===== config.mk =====
export PLATFORM = sky130hd
export DESIGN_NAME = ccsd_front
export DESIGN_NICKNAME = d
export VERILOG_FILES = /design/src/hw/rtl/ccsd_pkg.sv /design/src/hw/rtl/ccsd_front.sv
export SDC_FILE = /design/constraint.sdc
export NUM_CORES = 1
export LEC_CHECK = 0
export ABC_AREA = 1
export BUFFER_PORTS_ARGS = -buffer_cell sky130_fd_sc_hd__buf_2
export CAP_MARGIN = 20
export CORE_MARGIN = 1.5
export CORE_UTILIZATION = 50
export DETAILED_ROUTE_END_ITERATION = 7
export PLACE_DENSITY = 0.91
export RECOVER_POWER = 50
export SETUP_SLACK_MARGIN = 0.15
export SYNTH_ARGS = -nofsm -noshare
export SYNTH_HDL_FRONTEND = slang
export SYNTH_SLANG_ARGS = --single-unit

===== constraint.sdc =====
create_clock -name vclk -period 7.6
set_clock_uncertainty 0.05 [all_clocks]
set_input_delay 1.9 -clock vclk [all_inputs]
set_output_delay 1.9 -clock vclk [all_outputs]
set_load 0.05 [all_outputs]

===== src/hw/rtl/ccsd_pkg.sv =====
// ----------------------------------------------------------------------------
// ccsd_pkg
// Shared types and constants of the character canvas shape drawer.
// ----------------------------------------------------------------------------
package ccsd_pkg;

   localparam int COORD_W  = 7;
   localparam int CHAR_W   = 8;
   localparam int OP_W     = 3;
   localparam int CFG_W    = 7;
   localparam int CSR_IDX_W = 1;
   localparam int RSQ_W    = 2 * COORD_W;
   localparam int OUTER_W  = 2 * COORD_W + 1;

   localparam logic [CHAR_W-1:0] CH_DASH  = 8'd45;
   localparam logic [CHAR_W-1:0] CH_BAR   = 8'd124;
   localparam logic [CHAR_W-1:0] CH_SPACE = 8'd32;
   localparam logic [CHAR_W-1:0] CH_NONE  = 8'd0;

   localparam logic [CSR_IDX_W-1:0] CSR_CANVAS_WIDTH  = 1'b0;
   localparam logic [CSR_IDX_W-1:0] CSR_CANVAS_HEIGHT = 1'b1;

   typedef enum logic [OP_W-1:0] {
      OP_SET   = 3'd0,
      OP_RECT  = 3'd1,
      OP_FILL  = 3'd2,
      OP_RING  = 3'd3,
      OP_DISC  = 3'd4,
      OP_CLEAR = 3'd5,
      OP_READ  = 3'd6
   } opcode_type;

   typedef enum logic [2:0] {
      KIND_WRITE,
      KIND_SHAPE,
      KIND_CLEAR,
      KIND_READ_MEM,
      KIND_READ_CONST
   } cmd_kind_type;

   // fill_char carries the border or zero code for a constant read
   typedef struct packed {
      cmd_kind_type                kind;
      opcode_type                  op;
      logic [COORD_W-1:0]          row_a;
      logic [COORD_W-1:0]          col_a;
      logic [COORD_W-1:0]          row_b;
      logic [COORD_W-1:0]          col_b;
      logic [RSQ_W-1:0]            r_sq;
      logic [OUTER_W-1:0]          outer_sq;
      logic [CHAR_W-1:0]           fill_char;
   } cmd_type;

   typedef struct packed {
      logic init_busy;
   } back_status_type;

   typedef enum logic [2:0] {
      ST_INIT,
      ST_IDLE,
      ST_CLEAR,
      ST_SWEEP,
      ST_DRAIN,
      ST_READ
   } back_state_type;

endpackage


===== src/hw/rtl/ccsd_front.sv =====
// ----------------------------------------------------------------------------
// ccsd_front
// Command classifier: decides the work of each beat and feeds the queue.
// ----------------------------------------------------------------------------
module ccsd_front #(
   parameter int MAX_WIDTH  = 64,
   parameter int MAX_HEIGHT = 64
) (
   input  logic                                  req_valid,
   output logic                                  req_ready,
   input  logic [ccsd_pkg::OP_W-1:0]             req_opcode,
   input  logic [ccsd_pkg::COORD_W-1:0]          req_row_a,
   input  logic [ccsd_pkg::COORD_W-1:0]          req_col_a,
   input  logic [ccsd_pkg::COORD_W-1:0]          req_row_b,
   input  logic [ccsd_pkg::COORD_W-1:0]          req_col_b,
   input  logic [ccsd_pkg::COORD_W-1:0]          req_radius,
   input  logic [ccsd_pkg::CHAR_W-1:0]           req_fill_char,
   input  logic [$clog2(((MAX_WIDTH > MAX_HEIGHT) ? MAX_WIDTH : MAX_HEIGHT) + 2)-1:0]
                                                 width,
   input  logic [$clog2(((MAX_WIDTH > MAX_HEIGHT) ? MAX_WIDTH : MAX_HEIGHT) + 2)-1:0]
                                                 height,
   input  ccsd_pkg::back_status_type             back_status,
   input  logic                                  q_full,
   output logic                                  q_push,
   output ccsd_pkg::cmd_type                     q_cmd
);

   localparam int MAX_DIM = (MAX_WIDTH > MAX_HEIGHT) ? MAX_WIDTH : MAX_HEIGHT;
   localparam int SW      = $clog2(MAX_DIM + 2);
   localparam int CW      = (SW > ccsd_pkg::COORD_W) ? SW : ccsd_pkg::COORD_W;
   localparam int XW      = CW + 1;

   ccsd_pkg::opcode_type          op;
   logic [XW-1:0]                 ra_x;
   logic [XW-1:0]                 ca_x;
   logic [XW-1:0]                 h_x;
   logic [XW-1:0]                 w_x;
   logic                          interior;
   logic                          keep;
   logic [ccsd_pkg::COORD_W:0]    rp1;

   assign req_ready = !q_full && !back_status.init_busy;
   assign q_push    = req_valid && req_ready && keep;

   always_comb begin
      op       = ccsd_pkg::opcode_type'(req_opcode);
      ra_x     = XW'(req_row_a);
      ca_x     = XW'(req_col_a);
      h_x      = XW'(height);
      w_x      = XW'(width);
      interior = (ra_x != '0) && (ra_x <= h_x) && (ca_x != '0) && (ca_x <= w_x);
      rp1      = {1'b0, req_radius} + 1'b1;

      q_cmd.kind      = ccsd_pkg::KIND_SHAPE;
      q_cmd.op        = op;
      q_cmd.row_a     = req_row_a;
      q_cmd.col_a     = req_col_a;
      q_cmd.row_b     = req_row_b;
      q_cmd.col_b     = req_col_b;
      q_cmd.r_sq      = ccsd_pkg::RSQ_W'(req_radius) * ccsd_pkg::RSQ_W'(req_radius);
      q_cmd.outer_sq  = ccsd_pkg::OUTER_W'(rp1) * ccsd_pkg::OUTER_W'(rp1);
      q_cmd.fill_char = req_fill_char;
      keep            = 1'b0;

      unique case (op)
         ccsd_pkg::OP_SET: begin
            q_cmd.kind = ccsd_pkg::KIND_WRITE;
            keep       = interior;
         end
         ccsd_pkg::OP_RECT, ccsd_pkg::OP_FILL, ccsd_pkg::OP_RING, ccsd_pkg::OP_DISC: begin
            q_cmd.kind = ccsd_pkg::KIND_SHAPE;
            keep       = 1'b1;
         end
         ccsd_pkg::OP_CLEAR: begin
            q_cmd.kind = ccsd_pkg::KIND_CLEAR;
            keep       = 1'b1;
         end
         ccsd_pkg::OP_READ: begin
            keep = 1'b1;
            // frame and off-canvas reads never touch the store
            priority if ((ra_x > h_x + 1'b1) || (ca_x > w_x + 1'b1)) begin
               q_cmd.kind      = ccsd_pkg::KIND_READ_CONST;
               q_cmd.fill_char = ccsd_pkg::CH_NONE;
            end else if ((ra_x == '0) || (ra_x == h_x + 1'b1)) begin
               q_cmd.kind      = ccsd_pkg::KIND_READ_CONST;
               q_cmd.fill_char = ccsd_pkg::CH_DASH;
            end else if ((ca_x == '0) || (ca_x == w_x + 1'b1)) begin
               q_cmd.kind      = ccsd_pkg::KIND_READ_CONST;
               q_cmd.fill_char = ccsd_pkg::CH_BAR;
            end else begin
               q_cmd.kind = ccsd_pkg::KIND_READ_MEM;
            end
         end
         default: begin
            keep = 1'b0;
         end
      endcase
   end

endmodule


# Word-level counts from Yosys, hierarchy flattened
# Index checks and enable logic that the tools add are counted.
# totals
elab_cells	43
reg_bits	0
input_bits	63
output_inout_bits	73
# classes
n_reduce_logical	17
n_lt_le_gt_ge	4
n_addsub	3
multipliers	2
n_mux	9
eq_ne	8
# op_table
operator	n
8-bit two-way mux	4
7-bit by 1-bit adder with 8-bit output (second input constant)	3
7-bit by 8-bit equality test with 1-bit output	2
7-bit by 8-bit greater-than comparator with 1-bit output	2
8-bit by 8-bit multiplier with 15-bit output	1
7-bit less-or-equal comparator	2
7-bit logical NOT	2
7-bit by 7-bit multiplier with 14-bit output	1
7-bit nonzero test	2
3-bit equality test (second input constant)	3
3-bit two-way mux	3
3-bit case mux with 3 select lines	1
3-bit by 2-bit equality test with 1-bit output (second input constant)	2
1-bit logical AND	6
6-bit OR reduction	1
3-bit by 1-bit equality test with 1-bit output (second input constant)	1
3-bit logical NOT	1
1-bit logical OR	3
1-bit logical NOT	2
1-bit case mux with 2 select lines	1

# Logic depth before layout (Yosys ltp)
# logic_depth
depth_word	7
mapped_depth	23
depth_no_buf	23

# Worst setup path after synthesis
# OpenSTA, ideal clock, no wires.
# synth_timing
path_kind	input-to-output
startpoint	in req_radius[0] (netlist name)
endpoint	out q_cmd[19] (netlist name)
path_stages	18
path_buffers	1
setup_slack_ns	-1.110
arrival_time_ns	6.760
required_time_ns	5.650
cell_sequence	clkbuf_1 inv_1 ha_1 nor2_1 fa_1 inv_1 fa_1 fa_1 fa_1 inv_1 ha_1 nand2_1 nor2_1 nand2_1 nand3_1 nand3_1 nand2_1 xor2_1
# synth_rtl
item	line	rtl
from (decl)	ccsd_front.sv:16	input logic [ccsd_pkg::COORD_W-1:0] req_radius,
to (decl)	ccsd_front.sv:25	output ccsd_pkg::cmd_type q_cmd

==> impl_metrics.json <==
{
  "postCtsHoldBufs": 0,
  "vias_per_cell": 5.32,
  "max_stage_delay_ns": 0.56,
  "vias": 4864,
  "cp_cell_sequence": "buf_8 -> ha_4 -> inv_4 -> nor2_4 -> nand2_2 -> o21a_4 -> inv_4 -> nor2_4 -> fa_1 -> inv_2 -> fa_2 -> fa_1 -> fa_1 -> inv_2 -> ha_4 -> nand2_2 -> nor2_1 -> nand3_1 -> nand4_1 -> xor2_4 -> buf_6",
  "drt_wl_total_um": 14700,
  "gp_congestion": 0.888,
  "critPathLaunchType": "input port",
  "grt_setup_unrepaired": "true",
  "num_rows": 34,
  "drv_slew": 0,
  "yosysWarningCount": 0,
  "grt_pass1_vias": 4994,
  "grt_usage": 0.270,
  "critPathArrivalTime_ns": 6.11,
  "fin_crit_ns": 8.06,
  "hold_violations": 0,
  "grt_max_degree": 13,
  "avgSynthCellArea_sq_um": 6.95,
  "critical-path-top-delay-family": "adder cells",
  "tightest_slew_ns": 0.677,
  "grt_pass1_wl_um": 21700,
  "worst_setup_path_end_kind": "primary output",
  "wire_per_inst_um": 16.1,
  "diodes": 0,
  "fp.dieW_um": 97.3,
  "timing.final.ws_setup_ns": -0.459,
  "utilization": 0.752,
  "cp.depth": 21,
  "p_leak_nw": 3.56,
  "final_area_sq_mm": 0.00653,
  "crit_top_cell": "fa_1",
  "synth_area_sq_mm": 0.00444,
  "antenna_found_initial": 0,
  "peakVddDrop_mv": 0.486,
  "placed_area_sq_mm": 0.00579,
  "max_freq_mhz": 124,
  "setup_violations": 11,
  "critPathMaxFanout": 5,
  "drv_cap": 0,
  "multi_input_area_sq_mm": 0.00454,
  "first_iter_violations": 254,
  "p_total_mw": 2.24,
  "n_clock_buffer": 0,
  "die_h_um": 97.3,
  "min_to": "q_cmd[39]",
  "postRouteAntennaNets": 0,
  "nets": 993,
  "seq_cells": 0,
  "run_status": "complete, but fails checks",
  "layout-drive-gt1-share": 0.404,
  "initial_core_util": 0.512,
  "fp.coreArea_sq_mm": 0.00868,
  "pre_cts_ws_ns": -0.544,
  "pin_count": 136,
  "regArea_sq_um": 0,
  "critical_path_class": "input port to primary output",
  "drt_first_pass_iters": 4,
  "drc": 0,
  "hold_depth": 0,
  "violations": "setup timing",
  "crit_required_ns": 5.65,
  "dieArea_sq_mm": 0.00946,
  "grt.overflow.total": 0,
  "fin_crit_sh": 1.06,
  "port_buffers": 106,
  "synth.distinct_cells": 36,
  "critical_path_buf_inv_count": 6,
  "worstHoldPathType": "input port to primary output",
  "p_per_area_mw_per_mm2": 343,
  "tns_ns": -2.73,
  "nFillCells": 551,
  "dp_hpwl_um": 9880,
  "netlist_instances": 639,
  "area_growth_pct": 47.0,
  "hold_path.startpoint": "req_col_b[2]",
  "yosysSeqAreaShare": 0,
  "crit_slowest_cell": "fa_2",
  "maxSlewHeadroom": 0.546
}
## cells in the final DEF, fill, tap and decap left out, types with 3 or more instances in the layout
| cell | count |
|---|---|
| fa_1 | 35 |
| ha_4 | 10 |
| nand2_1 | 105 |
| a21oi_2 | 6 |
| inv_2 | 13 |
| xor2_1 | 15 |
| a21oi_4 | 8 |
| nor2_2 | 8 |
| xor2_4 | 7 |
| nor2_1 | 39 |
| nor3_2 | 3 |
| nand4_1 | 10 |
| buf_4 | 87 |
| xnor2_1 | 5 |
| ha_1 | 71 |
| nand3_1 | 28 |
| nand2_2 | 18 |
| buf_2 | 69 |
| buf_8 | 3 |
| conb_1 | 10 |
| o21ai_2 | 4 |
| clkbuf_1 | 15 |
| o21bai_1 | 3 |
| nand3_4 | 4 |
| nand2_4 | 8 |
| nand3_2 | 10 |
| nor3_1 | 5 |
| buf_6 | 26 |
| xnor2_2 | 5 |
| inv_1 | 100 |
| fa_2 | 6 |
| inv_4 | 4 |
| o21ai_0 | 5 |
| xor2_2 | 4 |
| a21oi_1 | 23 |
| a21o_1 | 3 |
| nor2_4 | 11 |
## kinds of logic after synthesis
kind of cell    after synthesis  share of synthesized area
buf+inv                     160                      0.165
xor+xnor                     38                     0.0766
compound gates               62                     0.0808
other cells                   2                    0.00169
simple gates                255                      0.263
fa+ha+maj                   122                      0.413
## final cells by class
type,instances,area share
multi-input combinational,487,0.695
timing repair buffer,200,0.213
inverter,119,0.0705
tap,108,0.0207
## power by group
group / switching, mW / internal (mW) / total, mW
clock: 0 / 0 / 0
combinational: 1.34 / 0.903 / 2.24
sequential: 0 / 0 / 0
## worst max path at each step
| stage | start | endpoint | slack, ns |
|---|---|---|---|
| floorplan | req_radius[0] | q_cmd[19] | -0.20 |
| global placement | req_radius[0] | q_cmd[22] | -0.41 |
| detailed placement | req_radius[0] | q_cmd[22] | -0.54 |
| CTS | req_radius[1] | q_cmd[22] | -0.27 |
| global route | req_radius[1] | q_cmd[22] | -0.71 |
| finish | req_radius[1] | q_cmd[22] | -0.46 |
## metal layers
layer	up-vias	GRT usage	wire, um
met4	0	0.0989	580
met1	2339	0.304	5530
met3	54	0.0187	427
met2	166	0.527	8140
met5	-	0	0
li1	2305	-	-
## metrics by stage
step	hold WS, ns	std cells
global route	3.75	914
detailed placement	3.75	894
global placement	3.75	894
CTS	3.75	907
floorplan	3.92	647
finish	3.75	914
## what timing repair did
item | in CTS | in global routing
buffers inserted | 13 | 7
resized for setup | 107 | 59
pin swaps | 58 | 29
endpoints found under the setup margin | 18 | 18
## cells in the mapped netlist (9+ instances only)
master	number	area, sq um
ha_1	81	1010
fa_1	41	821
nand2_1	122	458
xnor2_1	12	105
xor2_1	25	219
nand4_1	10	62.6
nand2_2	9	56.3
inv_1	113	424
o21ai_0	12	60.1
nor2_1	52	195
a21oi_1	36	180
nand3_1	40	200
buf_4	34	255
Power figures use the tool's default switching activity.
