==> src/hw/rtl/ccsd_pkg.sv <==
// ----------------------------------------------------------------------------
// ccsd_pkg
// Shared types and constants of the character canvas shape drawer.
// ----------------------------------------------------------------------------
package ccsd_pkg;

   localparam int COORD_W  = 7;
   localparam int CHAR_W   = 8;
   localparam int OP_W     = 3;
   localparam int CFG_W    = 7;
   localparam int CSR_IDX_W = 1;
   localparam int RSQ_W    = 2 * COORD_W;
   localparam int OUTER_W  = 2 * COORD_W + 1;

   localparam logic [CHAR_W-1:0] CH_DASH  = 8'd45;
   localparam logic [CHAR_W-1:0] CH_BAR   = 8'd124;
   localparam logic [CHAR_W-1:0] CH_SPACE = 8'd32;
   localparam logic [CHAR_W-1:0] CH_NONE  = 8'd0;

   localparam logic [CSR_IDX_W-1:0] CSR_CANVAS_WIDTH  = 1'b0;
   localparam logic [CSR_IDX_W-1:0] CSR_CANVAS_HEIGHT = 1'b1;

   typedef enum logic [OP_W-1:0] {
      OP_SET   = 3'd0,
      OP_RECT  = 3'd1,
      OP_FILL  = 3'd2,
      OP_RING  = 3'd3,
      OP_DISC  = 3'd4,
      OP_CLEAR = 3'd5,
      OP_READ  = 3'd6
   } opcode_type;

   typedef enum logic [2:0] {
      KIND_WRITE,
      KIND_SHAPE,
      KIND_CLEAR,
      KIND_READ_MEM,
      KIND_READ_CONST
   } cmd_kind_type;

   // fill_char carries the border or zero code for a constant read
   typedef struct packed {
      cmd_kind_type                kind;
      opcode_type                  op;
      logic [COORD_W-1:0]          row_a;
      logic [COORD_W-1:0]          col_a;
      logic [COORD_W-1:0]          row_b;
      logic [COORD_W-1:0]          col_b;
      logic [RSQ_W-1:0]            r_sq;
      logic [OUTER_W-1:0]          outer_sq;
      logic [CHAR_W-1:0]           fill_char;
   } cmd_type;

   typedef struct packed {
      logic init_busy;
   } back_status_type;

   typedef enum logic [2:0] {
      ST_INIT,
      ST_IDLE,
      ST_CLEAR,
      ST_SWEEP,
      ST_DRAIN,
      ST_READ
   } back_state_type;

endpackage

==> src/hw/rtl/ccsd_queue.sv <==
// ----------------------------------------------------------------------------
// ccsd_queue
// Two-entry command queue between the classifier and the drawing engine.
// ----------------------------------------------------------------------------
module ccsd_queue (
   input  logic              clock,
   input  logic              reset,
   input  logic              push,
   input  ccsd_pkg::cmd_type push_cmd,
   output logic              full,
   input  logic              pop,
   output logic              valid,
   output ccsd_pkg::cmd_type head_cmd
);

   ccsd_pkg::cmd_type slot_ff [2];
   logic              wr_ptr_ff;
   logic              wr_ptr_in;
   logic              rd_ptr_ff;
   logic              rd_ptr_in;
   logic [1:0]        count_ff;
   logic [1:0]        count_in;

   assign full     = (count_ff == 2'd2);
   assign valid    = (count_ff != 2'd0);
   assign head_cmd = slot_ff[rd_ptr_ff];

   always_comb begin
      wr_ptr_in = push ? ~wr_ptr_ff : wr_ptr_ff;
      rd_ptr_in = pop ? ~rd_ptr_ff : rd_ptr_ff;
      count_in  = count_ff + 2'(push) - 2'(pop);
   end

   always_ff @(posedge clock) begin
      if (reset) begin
         wr_ptr_ff <= 1'b0;
         rd_ptr_ff <= 1'b0;
         count_ff  <= 2'd0;
      end else begin
         wr_ptr_ff <= wr_ptr_in;
         rd_ptr_ff <= rd_ptr_in;
         count_ff  <= count_in;
      end
   end

   always_ff @(posedge clock) begin
      if (push) begin
         slot_ff[wr_ptr_ff] <= push_cmd;
      end
   end

endmodule

==> config.mk <==
export PLATFORM = sky130hd
export DESIGN_NAME = ccsd_queue
export DESIGN_NICKNAME = d
export VERILOG_FILES = /design/src/hw/rtl/ccsd_pkg.sv /design/src/hw/rtl/ccsd_queue.sv
export SDC_FILE = /design/constraint.sdc
export NUM_CORES = 1
export LEC_CHECK = 0
export BUFFER_PORTS_ARGS = -buffer_cell sky130_fd_sc_hd__buf_2
export CORE_MARGIN = 4
export CORE_UTILIZATION = 40
export DETAILED_ROUTE_END_ITERATION = 6
export GPL_TIMING_DRIVEN = 0
export PLACE_DENSITY = 0.63
export RECOVER_POWER = 100
export SLEW_MARGIN = 0
export SYNTH_ARGS = -nofsm -noshare
export SYNTH_HDL_FRONTEND = slang
export SYNTH_SLANG_ARGS = --single-unit
==> constraint.sdc <==
create_clock -name clock -period 4.7 [get_ports clock]
set_input_delay 0.94 -clock clock [delete_from_list [all_inputs] [get_ports clock]]
set_output_delay 0.94 -clock clock [all_outputs]
set_load 0.02 [all_outputs]
* Yosys cells after proc, flatten, opt, wreduce, memory -nomap -nowiden
Memory sizes are Yosys's and may differ from the RTL's. A register that Yosys moved wholly into a read port is not among the register bits.
Cells that the tools add are included.
** Operators by class
- $add $sub $neg :: 2
- Equality and inequality tests :: 1
- Muxes and demuxes :: 4
- Bitwise logic cells :: 2
- Reduce and logical (&&, ||, !) cells :: 1
** Operator list (count)
- $mux W1 :: 4
- $add A2 B1 Y2 :: 1
- $eq A2 B2 Y1 const B :: 1
- $not A1 Y1 :: 2
- $reduce_bool A2 Y1 :: 1
- $sub A2 B1 Y2 :: 1
** Storage, ports and cells
- Register bits after elaboration :: 4
- Bits in writable memories :: 142
- Input bits :: 75
- Output and inout port bits :: 73
- Word-level logic and storage cells :: 14
- Memories :: 1
** Memories
- slot_ff :: words 2, width 71, rd ports 1, clocked after memory_dff 1, write ports 1, RTL line ccsd_queue.sv:16 : ccsd_pkg::cmd_type slot_ff [2];

* Depth between registers and ports, before layout
Gate-level depths: netlist (run 1).
- Depth in word-level cells :: 3
- Depth in mapped cells :: 6
- Gate-level depth less buffers :: 6

* Worst setup path before layout (run 1)
No wires, ideal clock.
- Kind :: input to register
- Start point :: in push
- End point :: mem slot_ff[0][0] (netlist bit), enable pin
- Setup time :: 509 ps
- Data arrival time :: 4053 ps
- Data required time :: 4191 ps
- Setup slack :: 137 ps
- Stages :: 1
- Path through :: nor2b_1
** Between the ends
- Word-level cells in the longest chain between the ends :: 2
** RTL lines
- start: declaration :: RTL line ccsd_queue.sv:8 : input logic push,
- $mux W1 :: RTL line ccsd_queue.sv:47 : if (push) begin
- $mux W1 (implied by the code) :: RTL line ccsd_queue.sv:48 : slot_ff[wr_ptr_ff] <= push_cmd;
- end: declaration :: RTL line ccsd_queue.sv:16
Every way passes these cells.

==> results of run 1 <==
-- registers in the layout (all words and copies together), names as in the netlist, named ones only --
| register | flops |
|---|---|
| count_ff | 2 |
| rd_ptr_ff | 1 |
| wr_ptr_ff | 1 |
| slot_ff | 142 |
-- through the flow --
stage	area, um^2	utilization	power, mW	hold slack, ps	TNS, ps
6_report	7180	0.516	3.35	518	0
5_1_grt	7180	0.516	3.48	562	0
4_1_cts	7330	0.526	3.41	527	0
3_5_place_dp	6740	0.483	2.05	505	0
3_3_place_gp	6660	0.478	2.04	494	-138320
2_1_floorplan	5700	-	1.90	480	0
-- worst min path at each step --
stage	slack, ps	endpoint	cells past startpoint
after floorplan	480	flop	2
after global placement	490	rd_ptr_ff$_SDFFE_PP0P_	2
after detailed placement	500	rd_ptr_ff$_SDFFE_PP0P_	2
after CTS	530	rd_ptr_ff$_SDFFE_PP0P_	2
after global routing	560	flop	2
final	520	rd_ptr_ff$_SDFFE_PP0P_	2
-- layout by cell type (no fill, tap or decap) --
master / count
buf_2: 42
buf_12: 9
or2_2: 1
edfxtp_1: 142
nor2_1: 4
clkbuf_1: 108
dfxtp_1: 5
clkinv_4: 1
nor2b_1: 3
mux2_4: 70
xnor2_1: 2
clkinv_1: 3
mux2_2: 1
clkbuf_16: 17
inv_1: 2
buf_16: 1
xnor3_1: 1
bufinv_16: 4
clkinv_2: 5
ha_1: 2
and2_0: 1
-- cell type report --
cell class	count	area, um^2	area share
inverters	2	7.51	0.00104
repair buffers	150	672	0.0935
plain buffers	8	144	0.0200
flip-flops and latches	147	4360	0.607
clock buffers	19	433	0.0603
clock inverters	13	165	0.0230
multi-input cells	85	1170	0.163
well taps	180	225	0.0313
-- cells by family after synthesis --
logic type / synth area share
multiplexers: 0.186
AND/OR/NAND/NOR: 0.00813
XOR/XNOR: 0.00703
flip-flops: 0.766
buffers and inverters: 0.0279
adder cells (fa/ha/maj): 0.00439
-- worst max-delay path, stage by stage (launching register included) --
cell and delay (ps):
dfxtp_1 300, clkbuf_1 760, buf_12 240, mux2_4 300, clkbuf_1 210
-- per-layer routing --
layer | up-vias | global-route usage
met5 | - | 0
met4 | 4 | 0.0549
li1 | 1291 | -
met3 | 12 | 0.0535
met1 | 1332 | 0.140
met2 | 98 | 0.193
-- where the power goes --
group	internal (mW)	total (mW)	switching, mW
Sequential	1.53	1.55	0.0209
Clock	0.877	1.36	0.480
Combinational	0.199	0.440	0.241
Total	2.61	3.35	0.742
==> results.sh, run 1 <==
export IMPL_run_status="finished, violations left"
export IMPL_violations="max-capacitance violations, max-slew violations"
export IMPL_rsz0062_at_grt="no"
export IMPL_yosys_area_top_type="edfxtp_1"
export IMPL_syn_area_per_cell_um2=23.5
export IMPL_worstMarginPinSlew_ps=2100
export IMPL_clockBufferDepth=2
export IMPL_io_pins=148
export IMPL_crit_path_start_kind="flop"
export IMPL_cts_resized=0
export IMPL_cts_tree="done"
export IMPL_grt_pass1_wl_um=14600
export IMPL_gr_total_overflow=0
export IMPL_synth_commonest_cells="edfxtp_1, mux2_4, buf_12, dfxtp_1, nor2_1"
export IMPL_h_tree_depth=4
export IMPL_stdcell_count=604
export IMPL_maxSlewHeadroom=-0.403
export IMPL_dpl_hpwl_um=6560
export IMPL_cts_root_buf="clkbuf_16"
export IMPL_yosysMostFrequentCell="edfxtp_1"
export IMPL_syn2layout_area_growth_pct=26.1
export IMPL_clk_latency_ps=410
export IMPL_fin_ws_ps=1530
export IMPL_route_detailed_drc=0
export IMPL_fill_cells=1210
export IMPL_grt_max_degree=45
export IMPL_post_drt_via_cell_ratio=4.53
export IMPL_synth_cell_types=14
export IMPL_antenna_found_initial=2
export IMPL_fp_coreArea_um2=13900
export IMPL_start_util=0.409
export IMPL_wl_met2_um=4760
export IMPL_synth_seq_cells=147
export IMPL_yosysSeqAreaShare=0.766
export IMPL_finalHoldViolCount=0
export IMPL_die_area_um2=16200
export IMPL_wl_met1_um=4030
export IMPL_critPathRequiredTime_ps=3760
export IMPL_num_rows=43
export IMPL_endpoint="head_cmd[69]"
export IMPL_synthFlopType="edfxtp_1"
export IMPL_fin_crit_sh=0.674
export IMPL_hold_buffers=0
export IMPL_ant_nets=0
export IMPL_pre_cts_slack_ps=2390
export IMPL_diodes=0
export IMPL_r2r_end="slot_ff[1][39]$_DFFE_PP_"
export IMPL_die_h_um=127
export IMPL_skew_ps=4.90
export IMPL_dp_cells=572
export IMPL_numCtsBuffers=17
export IMPL_grt_pass1_vias=2901
export IMPL_wl_met3_um=769
export IMPL_syn_nets=319
export IMPL_finalCriticalPeriod_ps=3170
export IMPL_synthTopCellsByArea="edfxtp_1, mux2_4, buf_12, dfxtp_1, ha_1"
export IMPL_highest_layer="met5"
export IMPL_drtPass1Iterations=4
export IMPL_path_class="reg2out"
export IMPL_cts_clk_slew_worst_paths_ps=60
export IMPL_hold_path_class="reg2reg"
export IMPL_power_leakage_nw=2.64
export IMPL_postSynth_asyncResetShare=0
export IMPL_r2r_cells=2
export IMPL_setup_viol=0
export IMPL_peakVddDrop_v=0.000254
export IMPL_r2r_start="wr_ptr_ff$_SDFFE_PP0P_"
export IMPL_min_delay_start="rd_ptr_ff$_SDFFE_PP0P_"
export IMPL_yosys_warnings=0
export IMPL_postCtsSetupRepairBufs=0
export IMPL_first_iter_violations=114
export IMPL_synth_top_area_frac=0.749
export IMPL_crit_arrival_ps=2230
export IMPL_maxCapViolations=2
export IMPL_cts_sinks=147
export IMPL_die_w_um=127
export IMPL_synth_area_um2=5700
export IMPL_synth_cells=242
export IMPL_reg2reg_slack_ps=2110
export IMPL_finalNetCount=488
export IMPL_synth_edf_count=142
export IMPL_drive_gt1_frac=0.356
export IMPL_portBuffers=147
export IMPL_critPathCaptureType="output pin"
export IMPL_routed_wl_um=9710
export IMPL_cp_max_fo=10
export IMPL_slew_violations=46
export IMPL_vias=2737
export IMPL_grt_usage=0.121
export IMPL_gp_congestion=0.679
export IMPL_p_per_area_nw_per_um2=466
export IMPL_wl_per_cell_um=16.1
export IMPL_max_freq_ghz=0.316
(Power assumes the default switching activity.)
==> run 2: changes to the inputs <==
--- a/config.mk
+++ b/config.mk
@@ -10,7 +10,7 @@
 export CORE_UTILIZATION = 40
 export DETAILED_ROUTE_END_ITERATION = 6
 export GPL_TIMING_DRIVEN = 0
-export PLACE_DENSITY = 0.63
+export PLACE_DENSITY = 0.6
 export RECOVER_POWER = 100
 export SLEW_MARGIN = 0
 export SYNTH_ARGS = -nofsm -noshare
==> constraint.sdc (replaced) <==
create_clock -name clock -period 2.95 [get_ports clock]
set_input_delay 0.59 -clock clock [delete_from_list [all_inputs] [get_ports clock]]
set_output_delay 0.59 -clock clock [all_outputs]
set_load 0.02 [all_outputs]
==> results.sh, run 2 (same netlist as run 1, synthesis figures left out) <==
export IMPL_cts_sinks=147
export IMPL_h_tree_depth=4
export IMPL_wl_per_cell_um=16.2
export IMPL_min_delay_start="push_cmd[48]"
export IMPL_gr_total_overflow=0
export IMPL_worstMarginPinSlew_ps=1490
export IMPL_ant_nets=0
export IMPL_grt_pass1_vias=2924
export IMPL_maxCapViolations=0
export IMPL_path_class="reg2out"
export IMPL_drtPass1Iterations=4
export IMPL_grt_usage=0.125
export IMPL_setup_viol=0
export IMPL_finalCriticalPeriod_ps=2450
export IMPL_dp_cells=572
export IMPL_critPathCaptureType="output pin"
export IMPL_crit_path_start_kind="flop"
export IMPL_cts_clk_slew_worst_paths_ps=60
export IMPL_skew_ps=5.74
export IMPL_clockBufferDepth=2
export IMPL_finalHoldViolCount=0
export IMPL_r2r_cells=3
export IMPL_portBuffers=147
export IMPL_dpl_hpwl_um=6800
export IMPL_route_detailed_drc=0
export IMPL_run_status="finished, final reports clean"
export IMPL_fin_crit_sh=0.829
export IMPL_p_per_area_nw_per_um2=740
export IMPL_reg2reg_slack_ps=680
export IMPL_clk_latency_ps=410
export IMPL_holdPathStages=1
export IMPL_finalPower_mw=5.33
export IMPL_syn2layout_area_growth_pct=26.6
export IMPL_antenna_found_initial=1
export IMPL_grt_pass1_wl_um=15000
export IMPL_critPathRequiredTime_ps=2360
export IMPL_final_cell_mix="edfxtp_1, clkbuf_1, mux2_4"
export IMPL_cts_tree="done"
export IMPL_cp_max_fo=10
export IMPL_tns_ps=0
export IMPL_gp_congestion=0.690
export IMPL_post_drt_via_cell_ratio=4.50
export IMPL_whs_ps=362
export IMPL_reg_top3="slot_ff x142, count_ff x2"
export IMPL_finalNetCount=488
export IMPL_hold_path_class="in2reg"
export IMPL_grt_max_degree=46
export IMPL_fp_coreArea_um2=13900
export IMPL_die_h_um=127
export IMPL_layout_commonest_cell="edfxtp_1"
export IMPL_hold_buffers=0
export IMPL_vias=2720
export IMPL_num_rows=43
export IMPL_cts_root_buf="clkbuf_16"
export IMPL_cts_resized=0
export IMPL_routed_wl_um=9810
export IMPL_peakVddDrop_v=0.000405
export IMPL_endpoint="head_cmd[49]"
export IMPL_maxSlewHeadroom=0.00548
export IMPL_r2r_end="slot_ff[0][29]$_DFFE_PP_"
export IMPL_crit_arrival_ps=1860
export IMPL_start_util=0.409
export IMPL_max_freq_ghz=0.409
export IMPL_slew_violations=0
export IMPL_die_area_um2=16200
export IMPL_power_leakage_nw=2.65
export IMPL_first_iter_violations=107
export IMPL_stdcell_count=605
export IMPL_io_pins=148
export IMPL_r2r_start="wr_ptr_ff$_SDFFE_PP0P_"
export IMPL_largest_register="slot_ff"
export IMPL_largest_register_ffs=142
export IMPL_drive_gt1_frac=0.377
export IMPL_postCtsSetupRepairBufs=0
export IMPL_die_w_um=127
export IMPL_numCtsBuffers=17
export IMPL_rsz0062_at_grt="no"
==> run 2: changes by cell type in the layout (fill, tap and decap cells not counted), sizes merged <==
cell	previous run	this run
clkinv	9	2
clkinvlp	0	4
diode	0	1
buf	52	57
bufinv	4	3
inv	2	7
clkbuf	125	119
==> run 2: layout make-up <==
type	count	area, um^2
Fill cell	1210	6720
Clock inverter	14	176
Multi-Input combinational cell	85	1180
Buffer	8	145
Antenna cell	1	2.50
Inverter	2	7.51
Timing Repair Buffer	150	684
Sequential cell	147	4360
Clock buffer	18	429
Tap cell	180	225
==> run 2: report_power, final <==
group | internal (mW) | switching, mW | leakage (nW)
combinational | 0.319 | 0.384 | 0.989
clock | 1.34 | 0.820 | 0.282
sequential | 2.44 | 0.0338 | 1.37
==> run 2: worst min path at each step <==
stage | end | slack (ps)
floorplan | flop | 480
global placement | rd_ptr_ff$_SDFFE_PP0P_ | 490
detailed placement | rd_ptr_ff$_SDFFE_PP0P_ | 500
CTS | slot_ff[1][44]$_DFFE_PP_ | 330
global route | slot_ff[1][27]$_DFFE_PP_ | 340
finish | slot_ff[1][48]$_DFFE_PP_ | 360
==> run 2: metrics by stage <==
stage	instance area [um^2]	setup WS, ps	util
after floorplan	5700	66.9	-
after detailed placement	6740	641	0.484
after global routing	7210	388	0.517
after CTS	7350	708	0.527
final	7210	504	0.517
after global placement	6660	-1200	0.478
==> run 2: metal layers <==
metal	routed length [um]	GRT usage
met1	3800	0.131
met2	5130	0.215
met3	646	0.0481
met4	230	0.0681
met5	0	0
==> run 2: critical path, cell delays in order, from the launching register on <==
cell	delay (ps)
dfxtp_1	300
clkbuf_2	420
buf_12	220
mux2_4	300
clkbuf_1	200
